===== config.mk =====
export PLATFORM = sky130hd
export DESIGN_NAME = lbts_clock_table
export DESIGN_NICKNAME = d
export VERILOG_FILES = /design/src/rtl/lbts_pkg.sv /design/src/rtl/lbts_clock_table.sv /design/src/rtl/lbts_ctrl.sv /design/src/rtl/lbts_dpath.sv
export SDC_FILE = /design/constraint.sdc
export NUM_CORES = 2
export LEC_CHECK = 0
export BUFFER_PORTS_ARGS = -buffer_cell sky130_fd_sc_hd__buf_4
export CORE_MARGIN = 2
export CORE_UTILIZATION = 40
export DETAILED_ROUTE_END_ITERATION = 10
export PLACE_DENSITY = 0.6
export SYNTH_ARGS = -nofsm -noshare
export SYNTH_HDL_FRONTEND = slang
export SYNTH_SLANG_ARGS = --single-unit
export TNS_END_PERCENT = 30

===== constraint.sdc =====
create_clock -name clk -period 7 [get_ports clk]
set_input_delay 0.35 -clock clk [delete_from_list [all_inputs] [get_ports clk]]
set_output_delay 0.35 -clock clk [all_outputs]
set_load 0.01 [all_outputs]

===== src/rtl/lbts_pkg.sv =====
`timescale 1ns / 1ps
// ----------------------------------------------------------------------------
// lbts_pkg
// Shared types and constants of the lower bound time stamp clock table.
// ----------------------------------------------------------------------------
package lbts_pkg;

	localparam int TABLE_DEPTH = 16;
	localparam int IDX_W       = $clog2(TABLE_DEPTH);
	localparam int CNT_W       = $clog2(TABLE_DEPTH + 1);
	localparam int HANDLE_W    = 16;
	localparam int TIME_W      = 48;
	localparam int ENTRY_W     = HANDLE_W + TIME_W;

	localparam logic [TIME_W-1:0]   INF_TIME    = {TIME_W{1'b1}};
	localparam logic [HANDLE_W-1:0] ANON_HANDLE = '0;

	typedef enum logic [1:0] {
		OP_INSERT = 2'd0,
		OP_UPDATE = 2'd1,
		OP_REMOVE = 2'd2,
		OP_QUERY  = 2'd3
	} op_t;

	typedef enum logic [1:0] {
		ST_OK        = 2'd0,
		ST_PRESENT   = 2'd1,
		ST_NOT_FOUND = 2'd2,
		ST_FULL      = 2'd3
	} status_t;

	typedef enum logic [1:0] {
		S_IDLE,
		S_SCAN,
		S_FINISH
	} state_t;

	typedef struct packed {
		logic start;
		logic scan_en;
		logic commit;
	} lbts_cmd_t;

	typedef struct packed {
		logic scan_done;
		logic out_busy;
	} lbts_stat_t;

endpackage


===== src/rtl/lbts_clock_table.sv =====
`timescale 1ns / 1ps
// ----------------------------------------------------------------------------
// lbts_clock_table
// Participant clock table with lower bound time stamp computation.
// ----------------------------------------------------------------------------
// One request at a time: each request makes one pass over the entry table
// through its single registered read port before its result is committed. A
// finished result sits in an output register, so the next request is taken
// while it waits; commit of that next request stalls only if the old result
// is still not taken. The entry table needs no clearing pass after reset.
module lbts_clock_table (
	input  logic                          clk,
	input  logic                          arst_n,
	input  logic                          cfg_wr_en,
	input  logic [lbts_pkg::HANDLE_W-1:0] cfg_wr_data,
	input  logic                          in_valid,
	output logic                          in_ready,
	input  logic [1:0]                    operation,
	input  logic [lbts_pkg::HANDLE_W-1:0] handle,
	input  logic [lbts_pkg::TIME_W-1:0]   time_value,
	output logic                          out_valid,
	input  logic                          out_ready,
	output logic [1:0]                    status,
	output logic                          present,
	output logic [lbts_pkg::TIME_W-1:0]   lower_bound,
	output logic                          anonymous_seen
);
	import lbts_pkg::*;

	lbts_cmd_t  cmd;
	lbts_stat_t stat;

	lbts_ctrl u_ctrl (
		.clk      (clk),
		.arst_n   (arst_n),
		.in_valid (in_valid),
		.in_ready (in_ready),
		.stat     (stat),
		.cmd      (cmd)
	);

	lbts_dpath u_dpath (
		.clk            (clk),
		.arst_n         (arst_n),
		.cfg_wr_en      (cfg_wr_en),
		.cfg_wr_data    (cfg_wr_data),
		.operation      (operation),
		.handle         (handle),
		.time_value     (time_value),
		.cmd            (cmd),
		.stat           (stat),
		.out_valid      (out_valid),
		.out_ready      (out_ready),
		.status         (status),
		.present        (present),
		.lower_bound    (lower_bound),
		.anonymous_seen (anonymous_seen)
	);

endmodule


===== src/rtl/lbts_ctrl.sv =====
`timescale 1ns / 1ps
// ----------------------------------------------------------------------------
// lbts_ctrl
// Sequencer: accept a request, scan the table, commit the result.
// ----------------------------------------------------------------------------
module lbts_ctrl (
	input  logic                 clk,
	input  logic                 arst_n,
	input  logic                 in_valid,
	output logic                 in_ready,
	input  lbts_pkg::lbts_stat_t stat,
	output lbts_pkg::lbts_cmd_t  cmd
);
	import lbts_pkg::*;

	state_t state_q;
	state_t state_d;

	always_ff @(posedge clk or negedge arst_n) begin
		if (!arst_n) begin
			state_q <= S_IDLE;
		end else begin
			state_q <= state_d;
		end
	end

	always_comb begin
		state_d     = state_q;
		in_ready    = 1'b0;
		cmd.start   = 1'b0;
		cmd.scan_en = 1'b0;
		cmd.commit  = 1'b0;
		unique case (state_q)
			S_IDLE: begin
				in_ready = 1'b1;
				if (in_valid) begin
					cmd.start = 1'b1;
					state_d   = S_SCAN;
				end
			end
			S_SCAN: begin
				cmd.scan_en = 1'b1;
				if (stat.scan_done) begin
					state_d = S_FINISH;
				end
			end
			S_FINISH: begin
				if (!stat.out_busy) begin
					cmd.commit = 1'b1;
					state_d    = S_IDLE;
				end
			end
			default: begin
				state_d = S_IDLE;
			end
		endcase
	end

endmodule


===== src/rtl/lbts_dpath.sv =====
`timescale 1ns / 1ps
// ----------------------------------------------------------------------------
// lbts_dpath
// Entry table, scan accumulators, commit logic and result register.
// ----------------------------------------------------------------------------
module lbts_dpath (
	input  logic                          clk,
	input  logic                          arst_n,
	input  logic                          cfg_wr_en,
	input  logic [lbts_pkg::HANDLE_W-1:0] cfg_wr_data,
	input  logic [1:0]                    operation,
	input  logic [lbts_pkg::HANDLE_W-1:0] handle,
	input  logic [lbts_pkg::TIME_W-1:0]   time_value,
	input  lbts_pkg::lbts_cmd_t           cmd,
	output lbts_pkg::lbts_stat_t          stat,
	output logic                          out_valid,
	input  logic                          out_ready,
	output logic [1:0]                    status,
	output logic                          present,
	output logic [lbts_pkg::TIME_W-1:0]   lower_bound,
	output logic                          anonymous_seen
);
	import lbts_pkg::*;

	localparam logic [CNT_W-1:0] LAST_CNT = CNT_W'(TABLE_DEPTH);

	// request and configuration
	op_t                 op_q;
	logic [HANDLE_W-1:0] hdl_q;
	logic [TIME_W-1:0]   tim_q;
	logic [HANDLE_W-1:0] own_q;

	// table
	logic [ENTRY_W-1:0]     entry_mem [TABLE_DEPTH];
	logic [TABLE_DEPTH-1:0] valid_q;

	// scan
	logic [CNT_W-1:0]   idx_q;
	logic               rd_vld_s1;
	logic [IDX_W-1:0]   rd_idx_s1;
	logic [ENTRY_W-1:0] rd_data_s1;

	logic              match_found_q;
	logic [IDX_W-1:0]  match_idx_q;
	logic [TIME_W-1:0] match_time_q;
	logic              free_found_q;
	logic [IDX_W-1:0]  free_idx_q;
	logic [TIME_W-1:0] min_excl_q;
	logic              anon_q;

	// result
	logic              out_valid_q;
	status_t           out_status_q;
	logic              out_present_q;
	logic [TIME_W-1:0] out_bound_q;
	logic              out_anon_q;

	logic [HANDLE_W-1:0] rd_hdl;
	logic [TIME_W-1:0]   rd_time;
	logic                ent_valid;
	logic                anon_op;
	logic [TIME_W-1:0]   cur_time;
	logic                hit;
	logic                elig;
	logic                scan_wr;

	logic              own_match;
	logic [TIME_W-1:0] min_all;
	logic [TIME_W-1:0] upd_time;
	status_t           fin_status;
	logic [TIME_W-1:0] fin_bound;
	logic              fin_wr;
	logic [IDX_W-1:0]  fin_addr;
	logic [ENTRY_W-1:0] fin_data;
	logic              fin_set;
	logic              fin_clr;
	logic              fin_anon;

	logic               wr_en;
	logic [IDX_W-1:0]   wr_addr;
	logic [ENTRY_W-1:0] wr_data;

	always_ff @(posedge clk or negedge arst_n) begin
		if (!arst_n) begin
			own_q <= '0;
		end else if (cfg_wr_en) begin
			own_q <= cfg_wr_data;
		end
	end

	always_ff @(posedge clk) begin
		if (cmd.start) begin
			op_q  <= op_t'(operation);
			hdl_q <= handle;
			tim_q <= time_value;
		end
	end

	// scan address and registered table read
	always_ff @(posedge clk or negedge arst_n) begin
		if (!arst_n) begin
			idx_q     <= '0;
			rd_vld_s1 <= 1'b0;
		end else begin
			rd_vld_s1 <= cmd.scan_en && (idx_q != LAST_CNT);
			if (cmd.start) begin
				idx_q <= '0;
			end else if (cmd.scan_en && (idx_q != LAST_CNT)) begin
				idx_q <= idx_q + 1'b1;
			end
		end
	end

	always_ff @(posedge clk) begin
		if (wr_en) begin
			entry_mem[wr_addr] <= wr_data;
		end
		rd_data_s1 <= entry_mem[idx_q[IDX_W-1:0]];
		rd_idx_s1  <= idx_q[IDX_W-1:0];
	end

	assign stat.scan_done = (idx_q == LAST_CNT) && !rd_vld_s1;
	assign stat.out_busy  = out_valid_q && !out_ready;

	// per-entry evaluation
	always_comb begin
		rd_hdl    = rd_data_s1[ENTRY_W-1:TIME_W];
		rd_time   = rd_data_s1[TIME_W-1:0];
		ent_valid = valid_q[rd_idx_s1];
		anon_op   = (op_q == OP_UPDATE) && (hdl_q == ANON_HANDLE);
		cur_time  = (anon_op && (rd_time <= tim_q)) ? tim_q : rd_time;
		hit       = rd_vld_s1 && ent_valid && (rd_hdl == hdl_q);
		elig      = rd_vld_s1 && ent_valid && (rd_hdl != own_q);
		scan_wr   = rd_vld_s1 && ent_valid && anon_op && (rd_time <= tim_q);
	end

	// match, first free slot, minimum over valid entries other than the match and own handle
	always_ff @(posedge clk or negedge arst_n) begin
		if (!arst_n) begin
			match_found_q <= 1'b0;
			free_found_q  <= 1'b0;
			min_excl_q    <= INF_TIME;
		end else if (cmd.start) begin
			match_found_q <= 1'b0;
			free_found_q  <= 1'b0;
			min_excl_q    <= INF_TIME;
		end else if (rd_vld_s1) begin
			if (hit) begin
				match_found_q <= 1'b1;
			end else if (elig && (cur_time < min_excl_q)) begin
				min_excl_q <= cur_time;
			end
			if (!ent_valid && !free_found_q) begin
				free_found_q <= 1'b1;
			end
		end
	end

	always_ff @(posedge clk) begin
		if (hit) begin
			match_idx_q  <= rd_idx_s1;
			match_time_q <= cur_time;
		end
		if (rd_vld_s1 && !ent_valid && !free_found_q) begin
			free_idx_q <= rd_idx_s1;
		end
	end

	// commit
	always_comb begin
		own_match  = (hdl_q == own_q);
		min_all    = (match_found_q && !own_match && (match_time_q < min_excl_q)) ?
			match_time_q : min_excl_q;
		upd_time   = (match_time_q <= tim_q) ? tim_q : match_time_q;
		fin_status = ST_OK;
		fin_bound  = min_all;
		fin_wr     = 1'b0;
		fin_addr   = match_idx_q;
		fin_data   = {hdl_q, upd_time};
		fin_set    = 1'b0;
		fin_clr    = 1'b0;
		fin_anon   = anon_q;
		unique case (op_q)
			OP_INSERT: begin
				if (match_found_q) begin
					fin_status = ST_PRESENT;
				end else if (!free_found_q) begin
					fin_status = ST_FULL;
				end else begin
					fin_wr    = 1'b1;
					fin_set   = 1'b1;
					fin_addr  = free_idx_q;
					fin_data  = {hdl_q, tim_q};
					fin_bound = (!own_match && (tim_q < min_excl_q)) ? tim_q : min_excl_q;
				end
			end
			OP_UPDATE: begin
				if (hdl_q == ANON_HANDLE) begin
					fin_anon = 1'b1;
				end else if (!match_found_q) begin
					fin_status = ST_NOT_FOUND;
				end else begin
					fin_wr    = 1'b1;
					fin_bound = (!own_match && (upd_time < min_excl_q)) ?
						upd_time : min_excl_q;
				end
			end
			OP_REMOVE: begin
				if (!match_found_q) begin
					fin_status = ST_NOT_FOUND;
				end else begin
					fin_clr   = 1'b1;
					fin_bound = min_excl_q;
				end
			end
			OP_QUERY: begin
				fin_status = ST_OK;
			end
			default: begin
				fin_status = ST_OK;
			end
		endcase
	end

	// single write port, shared by anonymous raise and commit
	always_comb begin
		wr_en   = scan_wr || (cmd.commit && fin_wr);
		wr_addr = scan_wr ? rd_idx_s1 : fin_addr;
		wr_data = scan_wr ? {rd_hdl, tim_q} : fin_data;
	end

	always_ff @(posedge clk or negedge arst_n) begin
		if (!arst_n) begin
			valid_q <= '0;
			anon_q  <= 1'b0;
		end else if (cmd.commit) begin
			anon_q <= fin_anon;
			if (fin_set) begin
				valid_q[free_idx_q] <= 1'b1;
			end
			if (fin_clr) begin
				valid_q[match_idx_q] <= 1'b0;
			end
		end
	end

	always_ff @(posedge clk or negedge arst_n) begin
		if (!arst_n) begin
			out_valid_q <= 1'b0;
			out_anon_q  <= 1'b0;
			out_bound_q <= INF_TIME;
		end else if (cmd.commit) begin
			out_valid_q <= 1'b1;
			out_anon_q  <= fin_anon;
			out_bound_q <= fin_bound;
		end else if (out_ready) begin
			out_valid_q <= 1'b0;
		end
	end

	always_ff @(posedge clk) begin
		if (cmd.commit) begin
			out_status_q  <= fin_status;
			out_present_q <= match_found_q;
		end
	end

	assign out_valid      = out_valid_q;
	assign status         = out_status_q;
	assign present        = out_present_q;
	assign lower_bound    = out_bound_q;
	assign anonymous_seen = out_anon_q;

endmodule


==> run metrics <==
status=finished clean; largest net degree at the start of global routing=a little over 100; CP startpoint=u_dpath.tim_q[42]$_DFFE_PP_; later-pin clock latency in the skew report=0.80 ns; Area contributors post-synth=edfxtp_1 (55%), mux4_2 (12%), ha_1 (5.7%); Synth Register Bits=1357; Critical Path End Type=flop; worst setup path end=u_dpath.min_excl_q[9]$_DFFE_PN1P_; min cycle time layout=6.61 ns; total grt overflow=0; total CTS buffers=146; final WL=189 mm; Setup TNS=0 ns; commonest non-fill, non-tap cells in the layout=edfxtp_1 (1149), mux4_2 (324), buf_4 (292); Final Wtd Congestion=0.954; WP data required=7.69 ns; Routed Antenna Nets=0; CTS tree=done; Tightest Pin Transition=1.42 ns; CP max FO=36; Synth Warn #=0; routed length per instance=29.2 um; Avg Synthesized Cell Area=between 15 and 20 um^2; Die Y=399 um; most common cell after layout, fill and taps aside=edfxtp_1; crit path DAT=7.30 ns; Post-CTS Setup Inserts=0; Final Hold Viols=0; core region area=156000 um^2; register-to-register setup slack=about 0.39 ns; leakage power total=between 20 and 30 nW; first-pass GRT wire length=273 mm; Clock Tree Root=clkbuf_16; Max VDD drop=357 uV; initial antenna violation count=3; max-cap viol count=0; Critical Path Start Type=flop; clk sinks=1357; end-of-flow core utilization=46.6%; cell taking the most area after synthesis=edfxtp_1; pwr dens=372 nW/um^2; dpl hpwl=116 mm; Final Max Slew Viols=0; Site Rows=roughly 150; r2r startpoint=u_dpath.tim_q[42]$_DFFE_PP_; starting density of the core=40.1%; clock skew=0.0473 ns; Via-to-Cell Ratio=6.07; synthesized area=between 60000 and 70000 um^2; vias in the first global route=39.2k; initial DRC count=4560; buffers added on ports=140; drt first pass iters=6; sequential share of the synthesized area=63.2%; syn nets=4326; worst setup path class=reg2reg; Nets=between 4k and 5k; fraction of layout cells with a size suffix above 1=26.2%; Clk pin slew, worst setup/hold paths=0.06 ns; routed via count=39.3k; RSZ-0062 raised after global routing=no; die area=159000 um^2; CTS resizes=0; Cells after Synth=3953; hold bufs inserted after CTS=101; top cell type's share of synthesized area=55.2%; Post-synth top flop=edfxtp_1; worst r2r path cells=21; drc violations=0; Post-synth EDFFs=1149; Netlist cell types=81; Reg-to-Reg End=u_dpath.min_excl_q[9]$_DFFE_PN1P_; CTS Buffer Depth=3; Achievable Freq=between 0.15 and 0.2 GHz; # IOs=roughly 140; CTS HTree Levels=4; Die Wd=about 400 um; Synth-to-Final Area Change=16.2%; Min-Delay Path Class=in2async; gr usage total=23.6%; Final setup viols=0; period utilisation layout=between 90% and 100%; relative slew slack=4.99%; asr flop ratio synth=10.3%
## synthesized netlist by cell type, types with 6 or more instances
library cell / instances
nor2b_1: 10
clkbuf_1: 143
a31oi_1: 60
o21ai_0: 118
dfrtp_1: 44
xor2_1: 35
o211ai_1: 13
o21a_1: 12
a221oi_1: 51
a211oi_2: 48
or3_1: 6
nor3_1: 21
a311o_1: 31
nand4_1: 72
a22oi_1: 32
a21oi_1: 135
buf_6: 10
nor4_1: 74
nor2_1: 205
edfxtp_1: 1149
o2111ai_1: 37
dfstp_2: 96
a211oi_1: 21
o2bb2ai_1: 16
inv_1: 117
a2111oi_0: 7
and4_1: 9
o21ai_2: 30
mux2i_1: 26
mux4_2: 324
nand2_1: 238
nand2b_1: 13
xnor2_1: 17
and3_1: 7
buf_1: 33
a21o_1: 60
ha_1: 286
mux2_2: 109
nand3_1: 66
buf_2: 26
dfxtp_1: 68
## critical path, cell delays in order (launching register included)
cell	delay (ns)
edfxtp_1	0.44
inv_1	0.11
ha_1	0.31
nand3_1	0.15
nor4_2	0.63
nand4_1	0.24
and4b_1	0.28
a32o_2	0.25
or3_2	0.43
buf_4	0.32
mux2_2	0.40
ha_1	0.31
a21o_1	0.18
a21o_1	0.17
a21o_1	0.21
a21oi_1	0.21
nor2_1	0.10
or4_2	0.70
or3_2	0.53
buf_12	0.23
o21ai_0	0.24
a211oi_2	0.05
## flip-flops by register name (all words and copies together), names as in the netlist
register and cells:
u_ctrl.state_q 2, u_dpath.anonymous_seen 1, u_dpath.entry_mem 1024, u_dpath.free_found_q 1, u_dpath.free_idx_q 4, u_dpath.hdl_q 16
u_dpath.idx_q 5, u_dpath.lower_bound 48, u_dpath.match_found_q 1, u_dpath.match_idx_q 4, u_dpath.match_time_q 48, u_dpath.min_excl_q 48
u_dpath.op_q 2, u_dpath.out_valid 1, u_dpath.own_q 16, u_dpath.present 1, u_dpath.rd_data_s1 64, u_dpath.rd_idx_s1 4
u_dpath.rd_vld_s1 1, u_dpath.status 2, u_dpath.tim_q 48, u_dpath.valid_q 16
## worst min path at each step
stage               startpoint                                  to  slack [ns]  depth (start not counted)
CTS                     arst_n  u_dpath.anonymous_seen$_DFFE_PN0P_        0.07                          2
global placement        arst_n  u_dpath.anonymous_seen$_DFFE_PN0P_        0.34                          1
finish                  arst_n  u_dpath.anonymous_seen$_DFFE_PN0P_        0.11                          2
floorplan               arst_n       u_ctrl.state_q[0]$_DFFE_PN0P_        0.05                          0
global route            arst_n  u_dpath.anonymous_seen$_DFFE_PN0P_        0.13                          2
detailed placement      arst_n  u_dpath.anonymous_seen$_DFFE_PN0P_        0.34                          1
## layout make-up
class	instances	area [um^2]
Inverter	118	443
Sequential cell	1357	39500
Fill cell	13355	83100
Clock buffer	208	3960
Clock inverter	62	821
Multi-Input combinational cell	2262	21800
Antenna cell	2	5.00
Tap cell	2058	2570
Timing Repair Buffer	406	3450
## where the power goes
group / switching (W) / leakage, nW / total [W] / internal, W
Combinational: 0.00477 / 10.5 / 0.00877 / 0.00400
Clock: 0.00329 / 2.29 / 0.00769 / 0.00440
Sequential: 0.00103 / 12.5 / 0.0106 / 0.00952
## kinds of logic (layout without fill, tap and decap cells)
family                   after synthesis  in the layout  synth area share (%)
other                                  0              2                     0
AND/OR/NAND/NOR                      746            746                  5.63
adder cells (fa/ha/maj)              286            286                  5.73
flip-flops                          1357           1357                  63.2
XOR/XNOR                              52             52                 0.729
AO/OA/AOI/OAI                        716            716                  8.38
multiplexers                         462            462                  14.1
buffers and inverters                334            794                  2.20
## per-stage QoR
stage	worst slack (ns)	total power, W	hold slack (ns)	area (um^2)	cells
final	0.390	0.0270	0.114	72600	6473
after global routing	0.00553	0.0282	0.134	72600	6471
after CTS	0.541	0.0271	0.0699	72600	6471
after detailed placement	0.555	0.0193	0.342	66800	6100
after global placement	0.594	0.0192	0.344	66800	6100
after floorplan	0.926	0.0165	0.0544	62500	3953
## metal layers
metal / vias to the layer above / wire, um / track usage, %
met5: - / 0 / 0
met2: 1967 / 85600 / 36.1
met3: 357 / 16400 / 4.46
met1: 20251 / 81000 / 33.9
li1: 16687 / - / -
met4: 0 / 6050 / 7.94
Note: power is estimated with default switching activity, not from simulation.
